$ cat src/pie_pkg.sv
// Package for the postfix integer evaluator: constants, codes and command types.
// Depends on nothing; used by the evaluator top level, controller, datapath and testbench.
package pie_pkg;
  localparam int STACK_DEPTH_DEF = 64;
  localparam logic [7:0] CH_ADD = 8'h2B;
  localparam logic [7:0] CH_SUB = 8'h2D;
  localparam logic [7:0] CH_MUL = 8'h2A;
  localparam logic [7:0] CH_DIV = 8'h2F;
  localparam logic [7:0] CH_ZERO = 8'h30;
  localparam logic [7:0] CH_NINE = 8'h39;
  localparam logic [1:0] ST_OK = 2'd0;
  localparam logic [1:0] ST_UNDER = 2'd1;
  localparam logic [1:0] ST_OVER = 2'd2;
  localparam logic [1:0] ST_DIVZ = 2'd3;
  localparam logic [1:0] OP_ADD = 2'd0;
  localparam logic [1:0] OP_SUB = 2'd1;
  localparam logic [1:0] OP_MUL = 2'd2;
  localparam logic [1:0] OP_DIV = 2'd3;

  // Commands from the controller to the datapath.
  typedef struct packed {
    logic       capture;   // latch the request character
    logic       digit;     // fold the digit into the accumulator
    logic       flush;     // push accumulator if a number is open
    logic       rd_ops;    // read top two entries
    logic       exec;      // start arithmetic on read operands
    logic       wr_res;    // pop two, push result
    logic       rd_top;    // read top for the report
    logic       report;    // load output register, clear expression state
  } pie_cmd_t;

  // Status from the datapath to the controller.
  typedef struct packed {
    logic       err;       // an error is held
    logic       ge2;       // at least two entries
    logic       rzero;     // right operand is zero
    logic       div_done;  // divider finished
    logic [1:0] op;        // operator code of captured character
    logic       is_op;     // captured character is an operator
    logic       is_digit;  // captured character is a digit
    logic       last;      // captured last flag
  } pie_sts_t;
endpackage

$ cat src/postfix_integer_evaluator.sv
// Postfix integer evaluator: takes one ASCII character per request and reports
// the top-of-stack result on the character flagged tlast. A digit or a skipped
// character is decoded and done; + and - read both operands and write back,
// * also waits on the registered multiplier, and / on the one-bit-per-cycle
// restoring divider. The last character then pushes any open number, reads the
// top and reports, after any wait for the output register to empty. A finished
// report waits in the output register while the next request is taken.
module postfix_integer_evaluator #(
  parameter int STACK_DEPTH = pie_pkg::STACK_DEPTH_DEF
) (
  input  logic        clk,
  input  logic        rst_n,
  input  logic        in_tvalid,
  output logic        in_tready,
  input  logic [7:0]  in_tdata,   // [7:0] ch
  input  logic        in_tlast,
  output logic        out_tvalid,
  input  logic        out_tready,
  output logic [39:0] out_tdata   // [31:0] value, [33:32] status, zero fill
);
  pie_pkg::pie_cmd_t cmd;
  pie_pkg::pie_sts_t sts;
  logic [31:0] res_value;
  logic [1:0]  res_status;

  pie_ctrl u_ctrl (
    .clk(clk), .rst_n(rst_n), .in_tvalid(in_tvalid), .in_tready(in_tready),
    .out_tvalid(out_tvalid), .out_tready(out_tready), .cmd(cmd), .sts(sts)
  );

  pie_datapath #(.STACK_DEPTH(STACK_DEPTH)) u_dp (
    .clk(clk), .rst_n(rst_n), .in_ch(in_tdata), .in_last(in_tlast), .cmd(cmd),
    .sts(sts), .res_value(res_value), .res_status(res_status)
  );

  assign out_tdata = {6'd0, res_status, res_value};
endmodule

$ cat src/pie_div.sv
// Restoring signed divider, one quotient bit a cycle, truncating toward zero.
// Depends on nothing beyond its ports.
module pie_div (
  input  logic        clk,
  input  logic        rst_n,
  input  logic        start,
  input  logic [31:0] num,
  input  logic [31:0] den,
  output logic        done,
  output logic [31:0] quo
);
  logic [31:0] rem_r, rem_nxt, q_r, q_nxt, d_r, d_nxt;
  logic [5:0]  cnt_r, cnt_nxt;
  logic        busy_r, busy_nxt, neg_r, neg_nxt, done_r, done_nxt;
  logic [32:0] trial;

  assign trial = {rem_r, q_r[31]} - {1'b0, d_r};

  // Iteration: shift one numerator bit into the remainder per cycle.
  always_comb begin
    rem_nxt = rem_r; q_nxt = q_r; d_nxt = d_r; cnt_nxt = cnt_r;
    busy_nxt = busy_r; neg_nxt = neg_r; done_nxt = 1'b0;
    if (start) begin
      rem_nxt = '0;
      q_nxt = num[31] ? (32'd0 - num) : num;
      d_nxt = den[31] ? (32'd0 - den) : den;
      neg_nxt = num[31] ^ den[31];
      cnt_nxt = 6'd0;
      busy_nxt = 1'b1;
    end else if (busy_r) begin
      if (!trial[32]) begin
        rem_nxt = trial[31:0];
        q_nxt = {q_r[30:0], 1'b1};
      end else begin
        rem_nxt = {rem_r[30:0], q_r[31]};
        q_nxt = {q_r[30:0], 1'b0};
      end
      cnt_nxt = cnt_r + 6'd1;
      if (cnt_r == 6'd31) begin
        busy_nxt = 1'b0;
        done_nxt = 1'b1;
      end
    end
  end

  always_ff @(posedge clk) begin
    if (!rst_n) begin
      busy_r <= 1'b0;
      done_r <= 1'b0;
      cnt_r  <= '0;
    end else begin
      busy_r <= busy_nxt;
      done_r <= done_nxt;
      cnt_r  <= cnt_nxt;
    end
    rem_r <= rem_nxt;
    q_r   <= q_nxt;
    d_r   <= d_nxt;
    neg_r <= neg_nxt;
  end

  assign done = done_r;
  assign quo  = neg_r ? (32'd0 - q_r) : q_r;
endmodule

$ cat src/pie_datapath.sv
// Evaluator datapath: operand stack memory, number accumulator, ALU, divider.
// Depends on pie_pkg and pie_div.
module pie_datapath #(
  parameter int STACK_DEPTH = pie_pkg::STACK_DEPTH_DEF
) (
  input  logic              clk,
  input  logic              rst_n,
  input  logic [7:0]        in_ch,
  input  logic              in_last,
  input  pie_pkg::pie_cmd_t cmd,
  output pie_pkg::pie_sts_t sts,
  output logic [31:0]       res_value,
  output logic [1:0]        res_status
);
  localparam int AW = (STACK_DEPTH > 1) ? $clog2(STACK_DEPTH) : 1;
  localparam int CW = $clog2(STACK_DEPTH + 1);
  localparam logic [CW-1:0] FULL = CW'(STACK_DEPTH);

  logic [31:0]   mem [STACK_DEPTH];
  logic [7:0]    ch_r;
  logic          last_r;
  logic [CW-1:0] cnt_r, cnt_nxt;
  logic [31:0]   acc_r, acc_nxt;
  logic          innum_r, innum_nxt;
  logic [1:0]    err_r, err_nxt;
  logic [31:0]   rd_r, l_r, r_r, prod_r;
  logic          rd_sel_r;
  logic          mem_we;
  logic [AW-1:0] mem_wa, mem_ra;
  logic [31:0]   mem_wd;
  logic          rd_en;
  logic [1:0]    op_code;
  logic          div_start, div_done;
  logic [31:0]   div_q, alu;
  logic [31:0]   acc_x10;

  // Character decode.
  always_comb begin
    unique case (ch_r)
      pie_pkg::CH_ADD: op_code = pie_pkg::OP_ADD;
      pie_pkg::CH_SUB: op_code = pie_pkg::OP_SUB;
      pie_pkg::CH_MUL: op_code = pie_pkg::OP_MUL;
      default:         op_code = pie_pkg::OP_DIV;
    endcase
  end

  assign sts.err      = (err_r != pie_pkg::ST_OK);
  assign sts.ge2      = (cnt_r >= CW'(2));
  assign sts.rzero    = (r_r == 32'd0);
  assign sts.div_done = div_done;
  assign sts.op       = op_code;
  assign sts.is_op    = (ch_r == pie_pkg::CH_ADD) || (ch_r == pie_pkg::CH_SUB) ||
                        (ch_r == pie_pkg::CH_MUL) || (ch_r == pie_pkg::CH_DIV);
  assign sts.is_digit = (ch_r >= pie_pkg::CH_ZERO) && (ch_r <= pie_pkg::CH_NINE);
  assign sts.last     = last_r;

  assign acc_x10 = {acc_r[28:0], 3'b000} + {acc_r[30:0], 1'b0};

  // Stack and accumulator control.
  always_comb begin
    cnt_nxt = cnt_r; acc_nxt = acc_r; innum_nxt = innum_r; err_nxt = err_r;
    mem_we = 1'b0; mem_wa = cnt_r[AW-1:0]; mem_wd = acc_r;
    if (cmd.digit && err_r == pie_pkg::ST_OK) begin
      acc_nxt = acc_x10 + {28'd0, ch_r[3:0]};
      innum_nxt = 1'b1;
    end
    if (cmd.flush && innum_r) begin
      if (err_r == pie_pkg::ST_OK) begin
        if (cnt_r == FULL) begin
          err_nxt = pie_pkg::ST_OVER;
        end else begin
          mem_we = 1'b1;
          cnt_nxt = cnt_r + CW'(1);
        end
      end
      acc_nxt = '0;
      innum_nxt = 1'b0;
    end
    if (cmd.exec && err_r == pie_pkg::ST_OK) begin
      if (!sts.ge2) err_nxt = pie_pkg::ST_UNDER;
      else if (op_code == pie_pkg::OP_DIV && r_r == 32'd0) err_nxt = pie_pkg::ST_DIVZ;
    end
    if (cmd.wr_res) begin
      mem_we = 1'b1;
      mem_wa = AW'(cnt_r - CW'(2));
      mem_wd = alu;
      cnt_nxt = cnt_r - CW'(1);
    end
    if (cmd.report) begin
      cnt_nxt = '0; acc_nxt = '0; innum_nxt = 1'b0; err_nxt = pie_pkg::ST_OK;
    end
  end

  // Read address: first the right operand (top), then the left.
  assign rd_en  = cmd.rd_ops || cmd.rd_top || rd_sel_r;
  assign mem_ra = rd_sel_r ? AW'(cnt_r - CW'(2)) : AW'(cnt_r - CW'(1));

  always_ff @(posedge clk) begin
    if (mem_we) mem[mem_wa] <= mem_wd;
    if (rd_en) rd_r <= mem[mem_ra];
  end

  // Operand capture and ALU.
  always_ff @(posedge clk) begin
    if (!rst_n) begin
      cnt_r <= '0; acc_r <= '0; innum_r <= 1'b0; err_r <= pie_pkg::ST_OK;
      rd_sel_r <= 1'b0;
    end else begin
      cnt_r <= cnt_nxt; acc_r <= acc_nxt; innum_r <= innum_nxt; err_r <= err_nxt;
      rd_sel_r <= cmd.rd_ops;
    end
    if (cmd.capture) begin
      ch_r <= in_ch;
      last_r <= in_last;
    end
    if (rd_sel_r) r_r <= rd_r;
    if (cmd.exec) l_r <= rd_r;
    prod_r <= l_r * r_r;
    if (cmd.report) begin
      res_value  <= (err_r == pie_pkg::ST_OK && cnt_r != '0) ? rd_r : 32'd0;
      res_status <= (err_r != pie_pkg::ST_OK) ? err_r :
                    (cnt_r == '0) ? pie_pkg::ST_UNDER : pie_pkg::ST_OK;
    end
  end

  // Result select; all sources are settled by the write-back cycle.
  always_comb begin
    case (op_code)
      pie_pkg::OP_ADD: alu = l_r + r_r;
      pie_pkg::OP_SUB: alu = l_r - r_r;
      pie_pkg::OP_MUL: alu = prod_r;
      default:         alu = div_q;
    endcase
  end

  assign div_start = cmd.exec && (op_code == pie_pkg::OP_DIV);

  // Divider takes the left operand straight from the read register.
  pie_div u_div (
    .clk(clk), .rst_n(rst_n), .start(div_start), .num(rd_r), .den(r_r),
    .done(div_done), .quo(div_q)
  );
endmodule

$ cat src/pie_ctrl.sv
// Evaluator controller: sequences one character through the datapath.
// Depends on pie_pkg.
module pie_ctrl (
  input  logic              clk,
  input  logic              rst_n,
  input  logic              in_tvalid,
  output logic              in_tready,
  output logic              out_tvalid,
  input  logic              out_tready,
  output pie_pkg::pie_cmd_t cmd,
  input  pie_pkg::pie_sts_t sts
);
  localparam logic [3:0] S_IDLE = 4'd0, S_DEC = 4'd1, S_RD0 = 4'd2, S_RD1 = 4'd3,
                         S_EXEC = 4'd4, S_MUL = 4'd5, S_DIVW = 4'd6, S_WR = 4'd7,
                         S_FLUSH = 4'd8, S_TOP0 = 4'd9, S_TOP1 = 4'd10, S_REP = 4'd11,
                         S_MUL2 = 4'd12;
  logic [3:0] st_r, st_nxt;
  logic       ov_r, ov_nxt;

  // Next state and commands.
  always_comb begin
    st_nxt = st_r; ov_nxt = ov_r; cmd = '0;
    if (ov_r && out_tready) ov_nxt = 1'b0;
    in_tready = (st_r == S_IDLE);
    unique case (st_r)
      S_IDLE: if (in_tvalid) begin
        cmd.capture = 1'b1;
        st_nxt = S_DEC;
      end
      S_DEC: begin
        if (sts.is_digit) begin
          cmd.digit = 1'b1;
          st_nxt = sts.last ? S_FLUSH : S_IDLE;
        end else begin
          cmd.flush = 1'b1;
          st_nxt = (sts.is_op && !sts.err) ? S_RD0 : (sts.last ? S_TOP0 : S_IDLE);
        end
      end
      S_RD0: begin
        cmd.rd_ops = 1'b1;
        st_nxt = S_RD1;
      end
      S_RD1: st_nxt = S_EXEC;
      S_EXEC: begin
        cmd.exec = 1'b1;
        if (sts.err || !sts.ge2 || (sts.op == pie_pkg::OP_DIV && sts.rzero))
          st_nxt = sts.last ? S_TOP0 : S_IDLE;
        else if (sts.op == pie_pkg::OP_DIV) st_nxt = S_DIVW;
        else if (sts.op == pie_pkg::OP_MUL) st_nxt = S_MUL;
        else st_nxt = S_WR;
      end
      S_MUL: st_nxt = S_MUL2;
      S_MUL2: st_nxt = S_WR;
      S_DIVW: if (sts.div_done) st_nxt = S_WR;
      S_WR: begin
        cmd.wr_res = 1'b1;
        st_nxt = sts.last ? S_TOP0 : S_IDLE;
      end
      S_FLUSH: begin
        cmd.flush = 1'b1;
        st_nxt = S_TOP0;
      end
      S_TOP0: begin
        cmd.rd_top = 1'b1;
        st_nxt = S_TOP1;
      end
      S_TOP1: if (!ov_r || out_tready) st_nxt = S_REP;
      S_REP: begin
        cmd.report = 1'b1;
        ov_nxt = 1'b1;
        st_nxt = S_IDLE;
      end
      default: st_nxt = S_IDLE;
    endcase
  end

  always_ff @(posedge clk) begin
    if (!rst_n) begin
      st_r <= S_IDLE;
      ov_r <= 1'b0;
    end else begin
      st_r <= st_nxt;
      ov_r <= ov_nxt;
    end
  end

  assign out_tvalid = ov_r;
endmodule

$ cat config.mk
export PLATFORM = sky130hd
export DESIGN_NAME = postfix_integer_evaluator
export DESIGN_NICKNAME = d
export VERILOG_FILES = /design/src/pie_pkg.sv /design/src/postfix_integer_evaluator.sv /design/src/pie_div.sv /design/src/pie_datapath.sv /design/src/pie_ctrl.sv
export SDC_FILE = /design/constraint.sdc
export NUM_CORES = 2
export LEC_CHECK = 0
export BUFFER_PORTS_ARGS = -buffer_cell sky130_fd_sc_hd__buf_2
export CORE_MARGIN = 4
export CORE_UTILIZATION = 45
export CTS_BUF_LIST = sky130_fd_sc_hd__clkbuf_8
export DETAILED_ROUTE_END_ITERATION = 7
export PLACE_DENSITY = 0.68
export SLEW_MARGIN = 25
export SYNTH_ARGS = -nofsm -noshare
export SYNTH_HDL_FRONTEND = slang
export SYNTH_SLANG_ARGS = --single-unit
$ cat constraint.sdc
create_clock -name clk -period 9.7 [get_ports clk]
set_input_delay 0.97 -clock clk [delete_from_list [all_inputs] [get_ports clk]]
set_output_delay 0.97 -clock clk [all_outputs]
set_load 0.02 [all_outputs]
==> metrics.cfg <==
[sta]
fin_crit_sh_pct=79.6
finalHoldViolations=0
hold_ws_ps=173
rsz0062_at_grt=false
fmax_ghz=0.129
skew_ps=136
layout_min_cycle_time_ps=7720
slew_violations=0
finalSetupViolations=0
worst_pin_slew_ps=1060
tns_ps=0
slew_headroom_pct=29.2

[synth]
ys_warn_count=0
async_flop_share_pct=0
ys.flop_type=edfxtp_1
synthTopCellsByArea=edfxtp_1 (59%), mux4_2 (11%), fa_1 (7.2%)
synth-edff-count=2252
synth_seq_cells=2372
seq_area_frac_synth_pct=61.3
syn_area_per_cell_um2=15.8
syn-cell-area_um2=114000
syn_inst=7218
synth_top_area_share_pct=59.2
ys_types=89
yosys.area.top_type=edfxtp_1

[setup_path]
reg2reg_from=u_dp.r_r[7]
end_kind=flop
crit_start=u_dp.r_r[7]
critical_path.max_fanout=17
start_kind=flop
arrival_ps=8610
r2r_end=u_dp.prod_r[31]
critPathKind=reg2reg
crit_required_ps=10580
worstRegToRegCells=25
reg2reg_slack_ps=1980

[clock_network]
cts_setup_buffers=0
clk_path_buf_depth=4
cts-root-buf=clkbuf_8
clkSinkCount=2372
cts_hold_buf=0
cts_resized=0
cts-buffers-inserted=384
htreeDepth=5
cts_tree=done
clock_latency_ps=1070
path_clk_slew_ps=60

[pwr]
sw_frac_of_total_pct=24.9
power_frac_comb_pct=11.6
p_int_w=0.0165
ir_drop_uv=199
switchingPower_w=0.00546
power.share.clock_pct=36.5
p_per_area_nw_per_um2=173
p_seq_share_pct=51.9
p_leak_nw=40.7

[routing]
drtPass1Iterations=6
route.detailed.drc=0
ant_nets=0
initialDrtViolationCount=6969
wl_per_cell_um=26.6
wl_mm=295
via_per_inst=5.81
num_vias=64600

[die]
initial_core_util_pct=45.3
coreArea_um2=252000
die_area_um2=262000
die-height_um=512
rows=184
die_w_um=512
num_io_pins=55

[worst_hold_path]
hp-class=in2reg
worstHoldPathCells=1
min_to=u_dp.ch_r[2]
hold_start=in_tdata[2]

[layout]
final_common_cell=edfxtp_1
final_cell_mix=edfxtp_1 (2252), inv_1 (558), mux4_2 (544), nand2_1 (483), fa_1 (412)
syn_to_final_growth_pct=10.9
drive_gt1_share_pct=18.1
finalNetCount=8126

[place]
io_buffers=48
finalWeightedCongestion=0.895
dp_hpwl_mm=180

[grt]
antenna_found_initial=19
grt_max_degree=159
grt_use_total_pct=22.5
grt_overflow=0
grt_pass1_vias=66100
grt_pass1_wl_mm=439

[status]
run_status=completed

[job]
maxCapViolations=0

[registers in the layout (all words and copies together) (netlist names), 6 cells and up]
name,cells
u_dp.l_r,32
u_dp.mem,2048
u_dp.r_r,32
u_dp.cnt_r,7
u_dp.prod_r,32
u_dp.u_div.q_r,32
u_dp.res_value,32
u_dp.ch_r,8
u_dp.u_div.rem_r,32
u_dp.u_div.d_r,32
u_dp.acc_r,32
u_dp.rd_r,32
u_dp.u_div.cnt_r,6
[layout make-up]
cell class	count	area, um^2
inverters	456	1710
flip-flops and latches	2372	70000
clock inverters	288	1540
clock buffers	395	5440
multi-input cells	3997	41800
repair buffers	235	1840
diodes	18	45.0
well taps	3348	4190
fillers	20800	125000
[power by group through the flow]
| stage | Clock (W) | Combinational [W] | Sequential, W |
|---|---|---|---|
| 5_1_grt | 0.00864 | 0.00285 | 0.0114 |
| 6_report | 0.00800 | 0.00255 | 0.0114 |
| 3_5_place_dp | 0 | 0.00253 | 0.0116 |
| 2_1_floorplan | 0 | 0.00196 | 0.0115 |
| 3_3_place_gp | 0 | 0.00248 | 0.0116 |
| 4_1_cts | 0.00815 | 0.00256 | 0.0114 |
[metal layers]
layer / global-route usage [%] / vias up / wire length, um
li1: - / 27600 / -
met1: 30.7 / 33600 / 119000
met2: 35.7 / 2752 / 139000
met3: 4.05 / 602 / 23400
met4: 9.36 / 10 / 13100
met5: 0 / - / 71
[worst max-delay path by stage]
stage	end	cells after the start
after floorplan	u_dp.mem[0][29]	18
after global placement	u_dp.prod_r[31]	25
after detailed placement	u_dp.prod_r[31]	25
after CTS	u_dp.prod_r[31]	25
after global routing	u_dp.prod_r[31]	25
final	u_dp.prod_r[31]	25
[kinds of logic (layout without fill, tap and decap cells)]
kind of cell | count (synthesis) | count (layout) | synth area share, %
flops | 2372 | 2372 | 61.3
other cells | 1 | 24 | 0.00328
simple gates | 1436 | 1436 | 6.36
xor+xnor | 290 | 290 | 2.22
compound gates | 884 | 884 | 4.92
mux | 714 | 714 | 12.2
buf+inv | 854 | 1374 | 2.91
fa+ha+maj | 667 | 667 | 10.0
[synth_stat cells, drive strengths merged (129+ instances only)]
| cell type | count |
|---|---|
| clkbuf | 306 |
| nor2 | 215 |
| a21oi | 283 |
| inv | 455 |
| and2 | 319 |
| fa | 412 |
| xor2 | 129 |
| o21ai | 174 |
| mux2i | 166 |
| nor2b | 159 |
| edfxtp | 2252 |
| mux4 | 544 |
| nand2 | 485 |
| ha | 255 |
| a211oi | 154 |
| xnor2 | 161 |
[metrics by stage]
step           util [%]  total power, W  setup slack (ps)  std cells  area (um^2)
3_3_place_gp       47.4          0.0141              2180      10400       119000
4_1_cts            50.2          0.0221              2070      11100       127000
5_1_grt            50.3          0.0229              1750      11100       127000
2_1_floorplan         -          0.0135              2070       7223       114000
6_report           50.3          0.0219              1980      11100       127000
3_5_place_dp       47.5          0.0141              2130      10400       120000
[critical path, stage by stage, from the launching register on]
cell	delay [ps]
edfxtp_1	770
buf_4	350
and2_1	170
fa_1	430
fa_1	520
inv_1	50
fa_1	470
fa_1	490
inv_1	40
ha_1	270
ha_1	290
fa_1	480
inv_1	50
fa_1	490
inv_1	60
ha_1	350
a21o_1	200
a31o_2	240
or3_1	300
o21ai_0	360
and4b_1	260
a21oi_1	80
a31oi_1	370
o2111ai_1	180
a21oi_1	200
xnor2_1	130
(Power assumes the default switching activity.)
